--- src/rtl/lrupr_pkg.sv ---
// ----------------------------------------------------------------------------
// lrupr_pkg
// Shared constants and types for the LRU page replacement block.
// ----------------------------------------------------------------------------
`default_nettype none

package lrupr_pkg;

    // Built frame count and stored page width defaults
    localparam int FRAME_COUNT_DEF = 8;
    localparam int PAGE_BITS_DEF   = 16;

    // Fixed field widths
    localparam int PAGE_PORT_W = 16;
    localparam int CFG_W       = 4;
    localparam int COUNT_W     = 32;

    // Active frame count after reset
    localparam logic [CFG_W-1:0] ACTIVE_FRAMES_RST = 4'd8;

    // Per-reference control broadcast to every cell
    typedef struct packed {
        logic update;
        logic hit_any;
        logic empty_any;
    } t_cell_ctrl;

endpackage

`default_nettype wire

--- src/rtl/lrupr_cell.sv ---
// ----------------------------------------------------------------------------
// lrupr_cell
// One recency slot: holds a page and its valid flag, compares against the
// reference and takes its upper neighbor's entry when the order shifts down.
// ----------------------------------------------------------------------------
`default_nettype none

module lrupr_cell #(
    parameter int   PAGE_BITS = lrupr_pkg::PAGE_BITS_DEF,
    parameter logic IS_BASE   = 1'b0
) (
    input  wire logic                   i_clk,
    input  wire logic                   i_rst_n,
    input  wire lrupr_pkg::t_cell_ctrl  i_ctrl,
    input  wire logic [PAGE_BITS-1:0]   i_page,
    input  wire logic                   i_window,
    input  wire logic                   i_top,
    input  wire logic                   i_shift_in,
    input  wire logic [PAGE_BITS-1:0]   i_next_page,
    input  wire logic                   i_next_valid,
    output logic                        o_shift_out,
    output logic                        o_match,
    output logic                        o_empty,
    output logic [PAGE_BITS-1:0]        o_page,
    output logic                        o_valid
);

    logic [PAGE_BITS-1:0] r_page;
    logic                 r_valid;
    logic                 w_cand;
    logic                 w_shift;
    logic                 w_load;

    // Compare against the reference inside the active window
    assign o_match = i_window & r_valid & (r_page == i_page);
    assign o_empty = i_window & ~r_valid;

    // Pick the slot to remove: lowest hit, else lowest empty, else the base
    always_comb begin
        priority if (i_ctrl.hit_any) begin
            w_cand = o_match;
        end else if (i_ctrl.empty_any) begin
            w_cand = o_empty;
        end else begin
            w_cand = IS_BASE & i_window;
        end
    end

    // Propagate the shift mark upward from the removed slot
    assign w_shift     = i_shift_in | w_cand;
    assign o_shift_out = w_shift;
    assign w_load      = i_ctrl.update & i_window;

    // Hold the valid flag
    always_ff @(posedge i_clk) begin
        if (!i_rst_n) begin
            r_valid <= 1'b0;
        end else if (w_load) begin
            if (i_top) begin
                r_valid <= 1'b1;
            end else if (w_shift) begin
                r_valid <= i_next_valid;
            end
        end
    end

    // Hold the page
    always_ff @(posedge i_clk) begin
        if (w_load) begin
            if (i_top) begin
                r_page <= i_page;
            end else if (w_shift) begin
                r_page <= i_next_page;
            end
        end
    end

    assign o_page  = r_page;
    assign o_valid = r_valid;

endmodule

`default_nettype wire

--- src/rtl/lrupr_counter.sv ---
// ----------------------------------------------------------------------------
// lrupr_counter
// Saturating event counter for hit and miss totals.
// ----------------------------------------------------------------------------
`default_nettype none

module lrupr_counter (
    input  wire logic                          i_clk,
    input  wire logic                          i_rst_n,
    input  wire logic                          i_inc,
    output logic [lrupr_pkg::COUNT_W-1:0]      o_count
);

    logic [lrupr_pkg::COUNT_W-1:0] r_count;
    logic [lrupr_pkg::COUNT_W-1:0] n_count;

    // Advance unless already at the top
    always_comb begin
        n_count = r_count;
        if (i_inc && (r_count != {lrupr_pkg::COUNT_W{1'b1}})) begin
            n_count = r_count + 1'b1;
        end
    end

    always_ff @(posedge i_clk) begin
        if (!i_rst_n) begin
            r_count <= '0;
        end else begin
            r_count <= n_count;
        end
    end

    assign o_count = r_count;

endmodule

`default_nettype wire

--- src/rtl/lru_page_replacement_top.sv ---
// ----------------------------------------------------------------------------
// lru_page_replacement_top
// Fully associative LRU frame set built as a row of recency cells.
// The result of a reference appears with o_done in the cycle after the
// transaction is accepted. Throughput: one reference per cycle; busy is
// never raised, since the cell row compares and shifts in the accepting
// cycle. The receiver cannot stall. Reset empties all frames, clears both
// totals and sets the active frame count to 8, clamped at the built count.
// ----------------------------------------------------------------------------
`default_nettype none

module lru_page_replacement_top #(
    parameter int FRAME_COUNT = lrupr_pkg::FRAME_COUNT_DEF,
    parameter int PAGE_BITS   = lrupr_pkg::PAGE_BITS_DEF
) (
    input  wire logic                               i_clk,
    input  wire logic                               i_rst_n,
    input  wire logic                               start,
    output logic                                    busy,
    input  wire logic [lrupr_pkg::PAGE_PORT_W-1:0]  i_page_number,
    input  wire logic                               i_cfg_we,
    input  wire logic [lrupr_pkg::CFG_W-1:0]        i_cfg_data,
    output logic                                    o_done,
    output logic                                    o_hit,
    output logic                                    o_evicted_valid,
    output logic [lrupr_pkg::PAGE_PORT_W-1:0]       o_evicted_page,
    output logic [lrupr_pkg::COUNT_W-1:0]           o_hit_total,
    output logic [lrupr_pkg::COUNT_W-1:0]           o_miss_total
);

    localparam int NW = $clog2(FRAME_COUNT + 1);
    localparam int EW = (NW > lrupr_pkg::CFG_W) ? NW : lrupr_pkg::CFG_W;

    // Effective frame count: zero acts as one, clamp at the built count
    function automatic logic [EW-1:0] eff_frames(input logic [lrupr_pkg::CFG_W-1:0] cfg);
        logic [EW-1:0] v;
        v = EW'(cfg);
        if (v == '0) begin
            v = EW'(1);
        end else if (v > EW'(FRAME_COUNT)) begin
            v = EW'(FRAME_COUNT);
        end
        return v;
    endfunction

    function automatic logic [FRAME_COUNT-1:0] window_mask(
        input logic [lrupr_pkg::CFG_W-1:0] cfg
    );
        logic [EW-1:0]          n;
        logic [FRAME_COUNT-1:0] m;
        n = eff_frames(cfg);
        for (int i = 0; i < FRAME_COUNT; i++) begin
            m[i] = (EW'(i) < n);
        end
        return m;
    endfunction

    function automatic logic [FRAME_COUNT-1:0] top_mask(
        input logic [lrupr_pkg::CFG_W-1:0] cfg
    );
        logic [EW-1:0]          n;
        logic [FRAME_COUNT-1:0] m;
        n = eff_frames(cfg);
        for (int i = 0; i < FRAME_COUNT; i++) begin
            m[i] = (EW'(i) == (n - EW'(1)));
        end
        return m;
    endfunction

    logic [FRAME_COUNT-1:0] r_window;
    logic [FRAME_COUNT-1:0] r_top;

    logic                   w_accept;
    logic [PAGE_BITS-1:0]   w_page;
    lrupr_pkg::t_cell_ctrl  w_ctrl;

    logic [FRAME_COUNT-1:0] w_match;
    logic [FRAME_COUNT-1:0] w_empty;
    logic [FRAME_COUNT-1:0] w_valid;
    logic [FRAME_COUNT:0]   w_shift;
    logic [PAGE_BITS-1:0]   w_pages [FRAME_COUNT];

    logic [lrupr_pkg::PAGE_PORT_W-1:0] w_base_page;
    logic                   w_evict;

    logic                   r_done;
    logic                   r_hit;
    logic                   r_ev_valid;
    logic [lrupr_pkg::PAGE_PORT_W-1:0] r_ev_page;

    assign busy     = 1'b0;
    assign w_accept = start & ~busy;

    // Hold the decoded frame window; rebuild it on a configuration write
    always_ff @(posedge i_clk) begin
        if (!i_rst_n) begin
            r_window <= window_mask(lrupr_pkg::ACTIVE_FRAMES_RST);
            r_top    <= top_mask(lrupr_pkg::ACTIVE_FRAMES_RST);
        end else if (i_cfg_we) begin
            r_window <= window_mask(i_cfg_data);
            r_top    <= top_mask(i_cfg_data);
        end
    end

    // Fit the referenced page to the stored width
    generate
        if (PAGE_BITS <= lrupr_pkg::PAGE_PORT_W) begin : g_page_narrow
            assign w_page = i_page_number[PAGE_BITS-1:0];
        end else begin : g_page_wide
            assign w_page = {{(PAGE_BITS - lrupr_pkg::PAGE_PORT_W){1'b0}}, i_page_number};
        end
    endgenerate

    assign w_ctrl.update    = w_accept;
    assign w_ctrl.hit_any   = |w_match;
    assign w_ctrl.empty_any = |w_empty;

    assign w_shift[0] = 1'b0;

    // Row of recency cells, least recent at index 0
    generate
        for (genvar i = 0; i < FRAME_COUNT; i++) begin : g_cell
            logic [PAGE_BITS-1:0] w_next_page;
            logic                 w_next_valid;

            if (i == FRAME_COUNT - 1) begin : g_last
                assign w_next_page  = '0;
                assign w_next_valid = 1'b0;
            end else begin : g_mid
                assign w_next_page  = w_pages[i+1];
                assign w_next_valid = w_valid[i+1];
            end

            lrupr_cell #(
                .PAGE_BITS (PAGE_BITS),
                .IS_BASE   ((i == 0) ? 1'b1 : 1'b0)
            ) u_cell (
                .i_clk        (i_clk),
                .i_rst_n      (i_rst_n),
                .i_ctrl       (w_ctrl),
                .i_page       (w_page),
                .i_window     (r_window[i]),
                .i_top        (r_top[i]),
                .i_shift_in   (w_shift[i]),
                .i_next_page  (w_next_page),
                .i_next_valid (w_next_valid),
                .o_shift_out  (w_shift[i+1]),
                .o_match      (w_match[i]),
                .o_empty      (w_empty[i]),
                .o_page       (w_pages[i]),
                .o_valid      (w_valid[i])
            );
        end
    endgenerate

    // Fit the base slot page to the result width
    generate
        if (PAGE_BITS >= lrupr_pkg::PAGE_PORT_W) begin : g_ev_wide
            assign w_base_page = w_pages[0][lrupr_pkg::PAGE_PORT_W-1:0];
        end else begin : g_ev_narrow
            assign w_base_page = {{(lrupr_pkg::PAGE_PORT_W - PAGE_BITS){1'b0}}, w_pages[0]};
        end
    endgenerate

    // A full window on a miss drops the least recent page
    assign w_evict = ~w_ctrl.hit_any & ~w_ctrl.empty_any;

    // Result strobe
    always_ff @(posedge i_clk) begin
        if (!i_rst_n) begin
            r_done <= 1'b0;
        end else begin
            r_done <= w_accept;
        end
    end

    // Result payload
    always_ff @(posedge i_clk) begin
        if (w_accept) begin
            r_hit      <= w_ctrl.hit_any;
            r_ev_valid <= w_evict;
            r_ev_page  <= w_evict ? w_base_page : '0;
        end
    end

    // Running totals
    lrupr_counter u_hit_cnt (
        .i_clk   (i_clk),
        .i_rst_n (i_rst_n),
        .i_inc   (w_accept & w_ctrl.hit_any),
        .o_count (o_hit_total)
    );

    lrupr_counter u_miss_cnt (
        .i_clk   (i_clk),
        .i_rst_n (i_rst_n),
        .i_inc   (w_accept & ~w_ctrl.hit_any),
        .o_count (o_miss_total)
    );

    assign o_done          = r_done;
    assign o_hit           = r_hit;
    assign o_evicted_valid = r_ev_valid;
    assign o_evicted_page  = r_ev_page;

endmodule

`default_nettype wire
--- config.mk ---
export PLATFORM = sky130hd
export DESIGN_NAME = lru_page_replacement_top
export DESIGN_NICKNAME = d
export VERILOG_FILES = /design/src/rtl/lrupr_pkg.sv /design/src/rtl/lrupr_cell.sv /design/src/rtl/lrupr_counter.sv /design/src/rtl/lru_page_replacement_top.sv
export SDC_FILE = /design/constraint.sdc
export NUM_CORES = 1
export LEC_CHECK = 0
export CAP_MARGIN = 20
export CORE_MARGIN = 5
export CORE_UTILIZATION = 60
export CTS_BUF_LIST = sky130_fd_sc_hd__clkbuf_16
export DETAILED_ROUTE_END_ITERATION = 8
export DONT_BUFFER_PORTS = 1
export PLACE_DENSITY = 0.85
export SETUP_SLACK_MARGIN = 0.05
export SLEW_MARGIN = 20
export SYNTH_ARGS = -nofsm -noshare
export SYNTH_HDL_FRONTEND = slang
export SYNTH_SLANG_ARGS = --single-unit
export TNS_END_PERCENT = 10
--- constraint.sdc ---
create_clock -name i_clk -period 3.2 [get_ports i_clk]
set_input_delay 0.16 -clock i_clk [delete_from_list [all_inputs] [get_ports i_clk]]
set_output_delay 0.16 -clock i_clk [all_outputs]
set_load 0.02 [all_outputs]
Yosys cells after proc, flatten, opt, wreduce, memory -nomap -nowiden
Cells that the tools add are included.

word-level totals
  register bits = 235
  latch bits = 0
  RAM bits = 0
  bits in read-only memories = 0
  input bits = 24
  output and inout port bits = 84
  memories kept = 0

operators by class
  add/sub/neg operators = 3
  $mul = 0
  divide/modulo/power cells = 0
  order comparisons = 9
  equal/unequal tests = 17
  shift operators = 0
  multiplexer cells = 52
  bitwise gates (word level) = 52
  reductions and logical operators = 22

operator list
  cell                     number
  $mux W16                 16
  $eq A16 B16 Y1           8
  $add A32 B1 Y32 const B  2
  $ne A32 B32 Y1 const B   2
  $and A1 B1 Y1            35
  $mux W1                  32
  $eq A3 B4 Y1 const A     4
  $lt A3 B4 Y1 const A     4
  $mux W4                  4
  $reduce_and A2 Y1        8
  $reduce_bool A2 Y1       8
  $reduce_or A8 Y1         2
  $not A1 Y1               10
  $eq A2 B4 Y1 const A     2
  $logic_not A4 Y1         2
  $lt A1 B4 Y1 const A     2
  $lt A2 B4 Y1 const A     2
  $or A1 B1 Y1             7
  $eq A1 B4 Y1 const A     1
  $gt A4 B4 Y1 const B     1
  $sub A4 B1 Y4 const B    1
  $logic_and A1 B1 Y1      2

Depth between registers and ports, before layout
  depth after elaboration = 14
  gate-level depth with buffers = 12
  depth with buffers taken out = 8

Modules after synthesis
Synthesis repeated with hierarchy kept, for this count alone.

unflattened totals
  cell total of the unflattened synthesis = 1128
  area, all modules = 12675.9 µm²

by module, submodules not included
  module                              instances  cells each  area an instance (µm²)
  lrupr_cell at g_cell[1].u_cell ...  7          77          993.5
  lrupr_counter at u_hit_cnt          1          200         1704.1
  lrupr_counter at u_miss_cnt         1          197         1635.3
  lru_page_replacement_top            1          118         1407.6
  lrupr_cell at g_cell[0].u_cell      1          74          974.7

Worst setup path before layout
OpenSTA, ideal clock, no wires.

  kind = input to register
  start = in i_page_number[5] (netlist bit)
  end = reg g_cell[2].u_cell.r_page[0] (enable)
  setup time = 0.394 ns
  arrival = 2.585 ns
  data required time = 2.806 ns
  path slack = 0.220 ns
  stages = 9
  buffers on the path = 2
  path through = buf_2 > buf_2 > xor2_1 > nor4_1 > nor4b_1 > nor4_4 > and2_1 > o21ai_0 > a21oi_1

between the ends
  word-level cells in the longest chain between the ends = 8

ends and longest elaborated chain
  item                            RTL line                         RTL
  start, declared                 lru_page_replacement_top.sv:20   input wire logic [lrupr_pkg::PAGE_PORT_W-1:0] i_page_number,
  $eq A16 B16 Y1                  lrupr_cell.sv:35                 assign o_match = i_window & r_valid & (r_page == i_page);
  $and A1 B1 Y1                   lrupr_cell.sv:35
  $reduce_or A8 Y1                lru_page_replacement_top.sv:115  assign w_ctrl.hit_any = |w_match;
  $mux W1                         lrupr_cell.sv:40                 priority if (i_ctrl.hit_any) begin
  $or A1 B1 Y1                    lrupr_cell.sv:50                 assign w_shift = i_shift_in | w_cand;
  $or A1 B1 Y1 *                  lrupr_cell.sv:50
  $reduce_bool A2 Y1 (no line) *  --
  $reduce_and A2 Y1 (no line) *   --
  end signal, assigned            lrupr_cell.sv:71                 r_page <= i_page;
  end signal, assigned            lrupr_cell.sv:73                 r_page <= i_next_page;
  end, declared                   lrupr_cell.sv:28                 logic [PAGE_BITS-1:0] r_page;

Every way passes the cells marked *; elsewhere a longest branch is shown, timed or not.
A chain may end at the register's enable or synchronous reset.

Worst setup path after layout
  start = reg u_miss_cnt.r_count (netlist bit u_miss_cnt.o_count[5])
  end = reg u_miss_cnt.r_count (netlist bit u_miss_cnt.o_count[29])

between the ends
  word-level cells in the longest chain between the ends = 2

ends and longest elaborated chain
  item                                                     RTL line             RTL
  start, declared                                          lrupr_counter.sv:14  logic [lrupr_pkg::COUNT_W-1:0] r_count;
  start signal, assigned                                   lrupr_counter.sv:29  r_count <= n_count;
  branches (longest 2 deep; another with $add A32 B1 Y32)  --

Parallel ways; which one is timed is not known.

==> metrics <==
Clock transition at path regs=0.06 ns; EDFF count, synth=146; area of the die=24100 sq um; final worst slack=0.238 ns; PortBufs=0; Synth Area in Adders=0.297%; Seq pwr share=47.8%; compound-gate portion of the synthesized area=5.95%; vias in the first global route=9536; Crit Path Max Fanout=8; Synth Area in XOR/XNOR=9.49%; Final Hold Viols=0; startpoint types=flop; switching share of power=23.6%; post-synthesis cell count=1181; Vias=9523; via density per instance=6.43; Max-cap violations=0; post-synthesis mux area share=12.4%; Root Buffer=clkbuf_16; register area share after synthesis=48.8%; dpl ws=0.245 ns; Async S/R FF share, synth=0%; Synth Warn #=0; achievable frequency=0.338 GHz; static leakage=5.05 nW; CP endpoint kind=flop; TNS Setup=0 ns; site row count=53; global placement routability congestion=0.940; worst slew margin relative to its limit=40.3%; postcts setup bufs=0; routed wire length=32300 microns; main combinational cell family by area after synthesis=simple AND/OR/NAND/NOR gates; Syn Area/Cell=10.7 sq um; final worst path period share=92.6%; Synth top area share=34.7%; Hold Path Class=primary input to flop; placed insts=1404; pwr/cell area=529 nW/um^2; GRT Util Overall=26.4%; Layout Cells excl Fill=1481; fin. max-slew vios=0; worst path arrival time=3.42 ns; pin count of the biggest net entering global routing=81; DRC errors left=0; unrepaired setup endpoints after global routing=no; grt ovf=0; Clock Tree Buf Depth=3; CTS tree=done; Layout fillers=1473; Max VDD drop=0.000391 V; CTS Buf Count=25; Ant. Diodes=0; synth cell count leaders=edfxtp_1, mux2_2, nand2_1; CTS sink cnt=235; Final Skew=0.0240 ns; syn_nets=1208; Clock Latency Late Sink=0.54 ns; WL/cell=21.8 microns; status=finished clean; Crit path required time=3.66 ns; internal power=5.70 mW; htree depth=1; post-synth cell types=62; Setup Viol. Count Final=0; Die Y=155 microns; initial antenna violation count=0; Core ar.=20900 sq um; Synth area leaders=edfxtp_1, dfxtp_1, mux2_2, xor2_1, nand2_1; Gate power share=9.6%; Final #Nets=1214; layout cells sized above 1=16.3%; crit path kind=flop to flop; top-count cell post-synth=edfxtp_1; detailed placer's ending HPWL=20800 microns; area delta synth->final=11.6%; worst-margin pin slew=0.893 ns; Net Switching=1.76 mW; post-synthesis cell type with the largest combined area=edfxtp_1; Die Span X=155 microns; Syn Std Cell Area=12600 sq um; DRT Pass-1 Iters=5; remaining antenna violation count=0; Final Critical Period=2.96 ns; first-pass GRT wire length=51300 microns; Initial Util=60.5%; synthesized flop and latch total=235; Design Power=7.46 mW; Clock Power Share=42.5%; IO Count=108; DR iter-0 viols=989; main flop type after synthesis=edfxtp_1; Post-Synth Simple-Gate Area=19.8%
## flip-flops by register name, indices dropped and copies added (netlist names)
| signal | cells |
|---|---|
| o_evicted_valid | 1 |
| r_top | 8 |
| o_evicted_page | 16 |
| o_done | 1 |
| r_window | 8 |
| u_hit_cnt.o_count | 32 |
| u_miss_cnt.o_count | 32 |
| g_cell.u_cell.o_valid | 8 |
| o_hit | 1 |
| g_cell.u_cell.o_page | 128 |
## power groups by stage
stage | Combinational, mW | Sequential [mW] | Clock (mW)
global route | 0.775 | 3.58 | 3.33
detailed placement | 0.598 | 3.63 | 0
finish | 0.718 | 3.57 | 3.17
floorplan | 0.560 | 3.58 | 0
CTS | 0.705 | 3.57 | 3.20
global placement | 0.576 | 3.62 | 0
## stage by stage
step / area, sq um / hold WS (ns) / utilization [%]
floorplan: 12600 / 0.272 / -
global placement: 12900 / 0.229 / 61.6
detailed placement: 12900 / 0.231 / 61.6
CTS: 14100 / 0.00125 / 67.5
global route: 14100 / 0.0587 / 67.6
finish: 14100 / 0.0209 / 67.6
## cells by family (layout without fill, tap and decap cells)
kind of cell,Yosys count,after routing
other cells,1,1
mux,143,143
simple gates,450,450
compound gates,115,115
fa+ha+maj,3,3
buf+inv,97,122
flops,235,235
xor+xnor,137,137
## timing repair
item / in CTS / in global routing
resized for setup: 0 / 1
hold buffers: 31 / 0
endpoints found under the hold margin: 212 / 0
setup endpoints to repair: 0 / 1
## path summary, 6_finish.rpt
path                                                              end                                   from  depth (start not counted)  slack [ns]
worst min register to register  g_cell[6].u_cell.o_valid$_SDFFE_PN0P_  g_cell[6].u_cell.o_valid$_SDFFE_PN0P_                          1        0.55
worst max register to register    u_miss_cnt.o_count[29]$_SDFFE_PN0P_     u_miss_cnt.o_count[5]$_SDFFE_PN0P_                          7        0.24
worst min-delay path              u_miss_cnt.o_count[25]$_SDFFE_PN0P_                                  start                          5        0.02
worst max-delay path              u_miss_cnt.o_count[29]$_SDFFE_PN0P_     u_miss_cnt.o_count[5]$_SDFFE_PN0P_                          7        0.24
## cell usage in the layout (no fill, tap or decap), types with 30 or more instances in the layout
cell type | netlist | routed
nor4_1 | 40 | 39
and2_1 | 37 | 37
edfxtp_1 | 146 | 146
xnor2_1 | 30 | 30
mux2_2 | 112 | 112
nand2b_1 | 37 | 37
a21oi_1 | 35 | 35
nand3_1 | 33 | 33
dfxtp_1 | 89 | 88
mux2i_1 | 31 | 31
nand2_1 | 108 | 108
nor3_1 | 31 | 31
nor2_1 | 43 | 43
xor2_1 | 107 | 107
## routing by layer
| layer | track usage [%] | routed length (microns) | vias to the layer above |
|---|---|---|---|
| met5 | 0 | 0 | - |
| met1 | 34.7 | 12800 | 4584 |
| met4 | 9.67 | 1260 | 0 |
| met2 | 44.5 | 15600 | 513 |
| li1 | - | - | 4316 |
| met3 | 3.87 | 2670 | 110 |
## critical path, stage by stage (launching register included)
cell	delay, ns
dfxtp_1	0.51
nand4_2	0.19
nor4_4	0.40
nand4_4	0.18
or4_1	0.59
or4b_1	0.55
or3_1	0.32
a21oi_1	0.14
## cell type report
type | count | area, sq um | share of cell area, %
sequential | 235 | 6170 | 43.7
multi-input combinational | 849 | 6080 | 43.1
clock buffer | 26 | 651 | 4.61
timing repair buffer | 57 | 546 | 3.87
tap | 275 | 344 | 2.44
clock inverter | 20 | 250 | 1.77
inverter | 19 | 71.3 | 0.505
No activity file was read; power rests on OpenSTA's default activity.
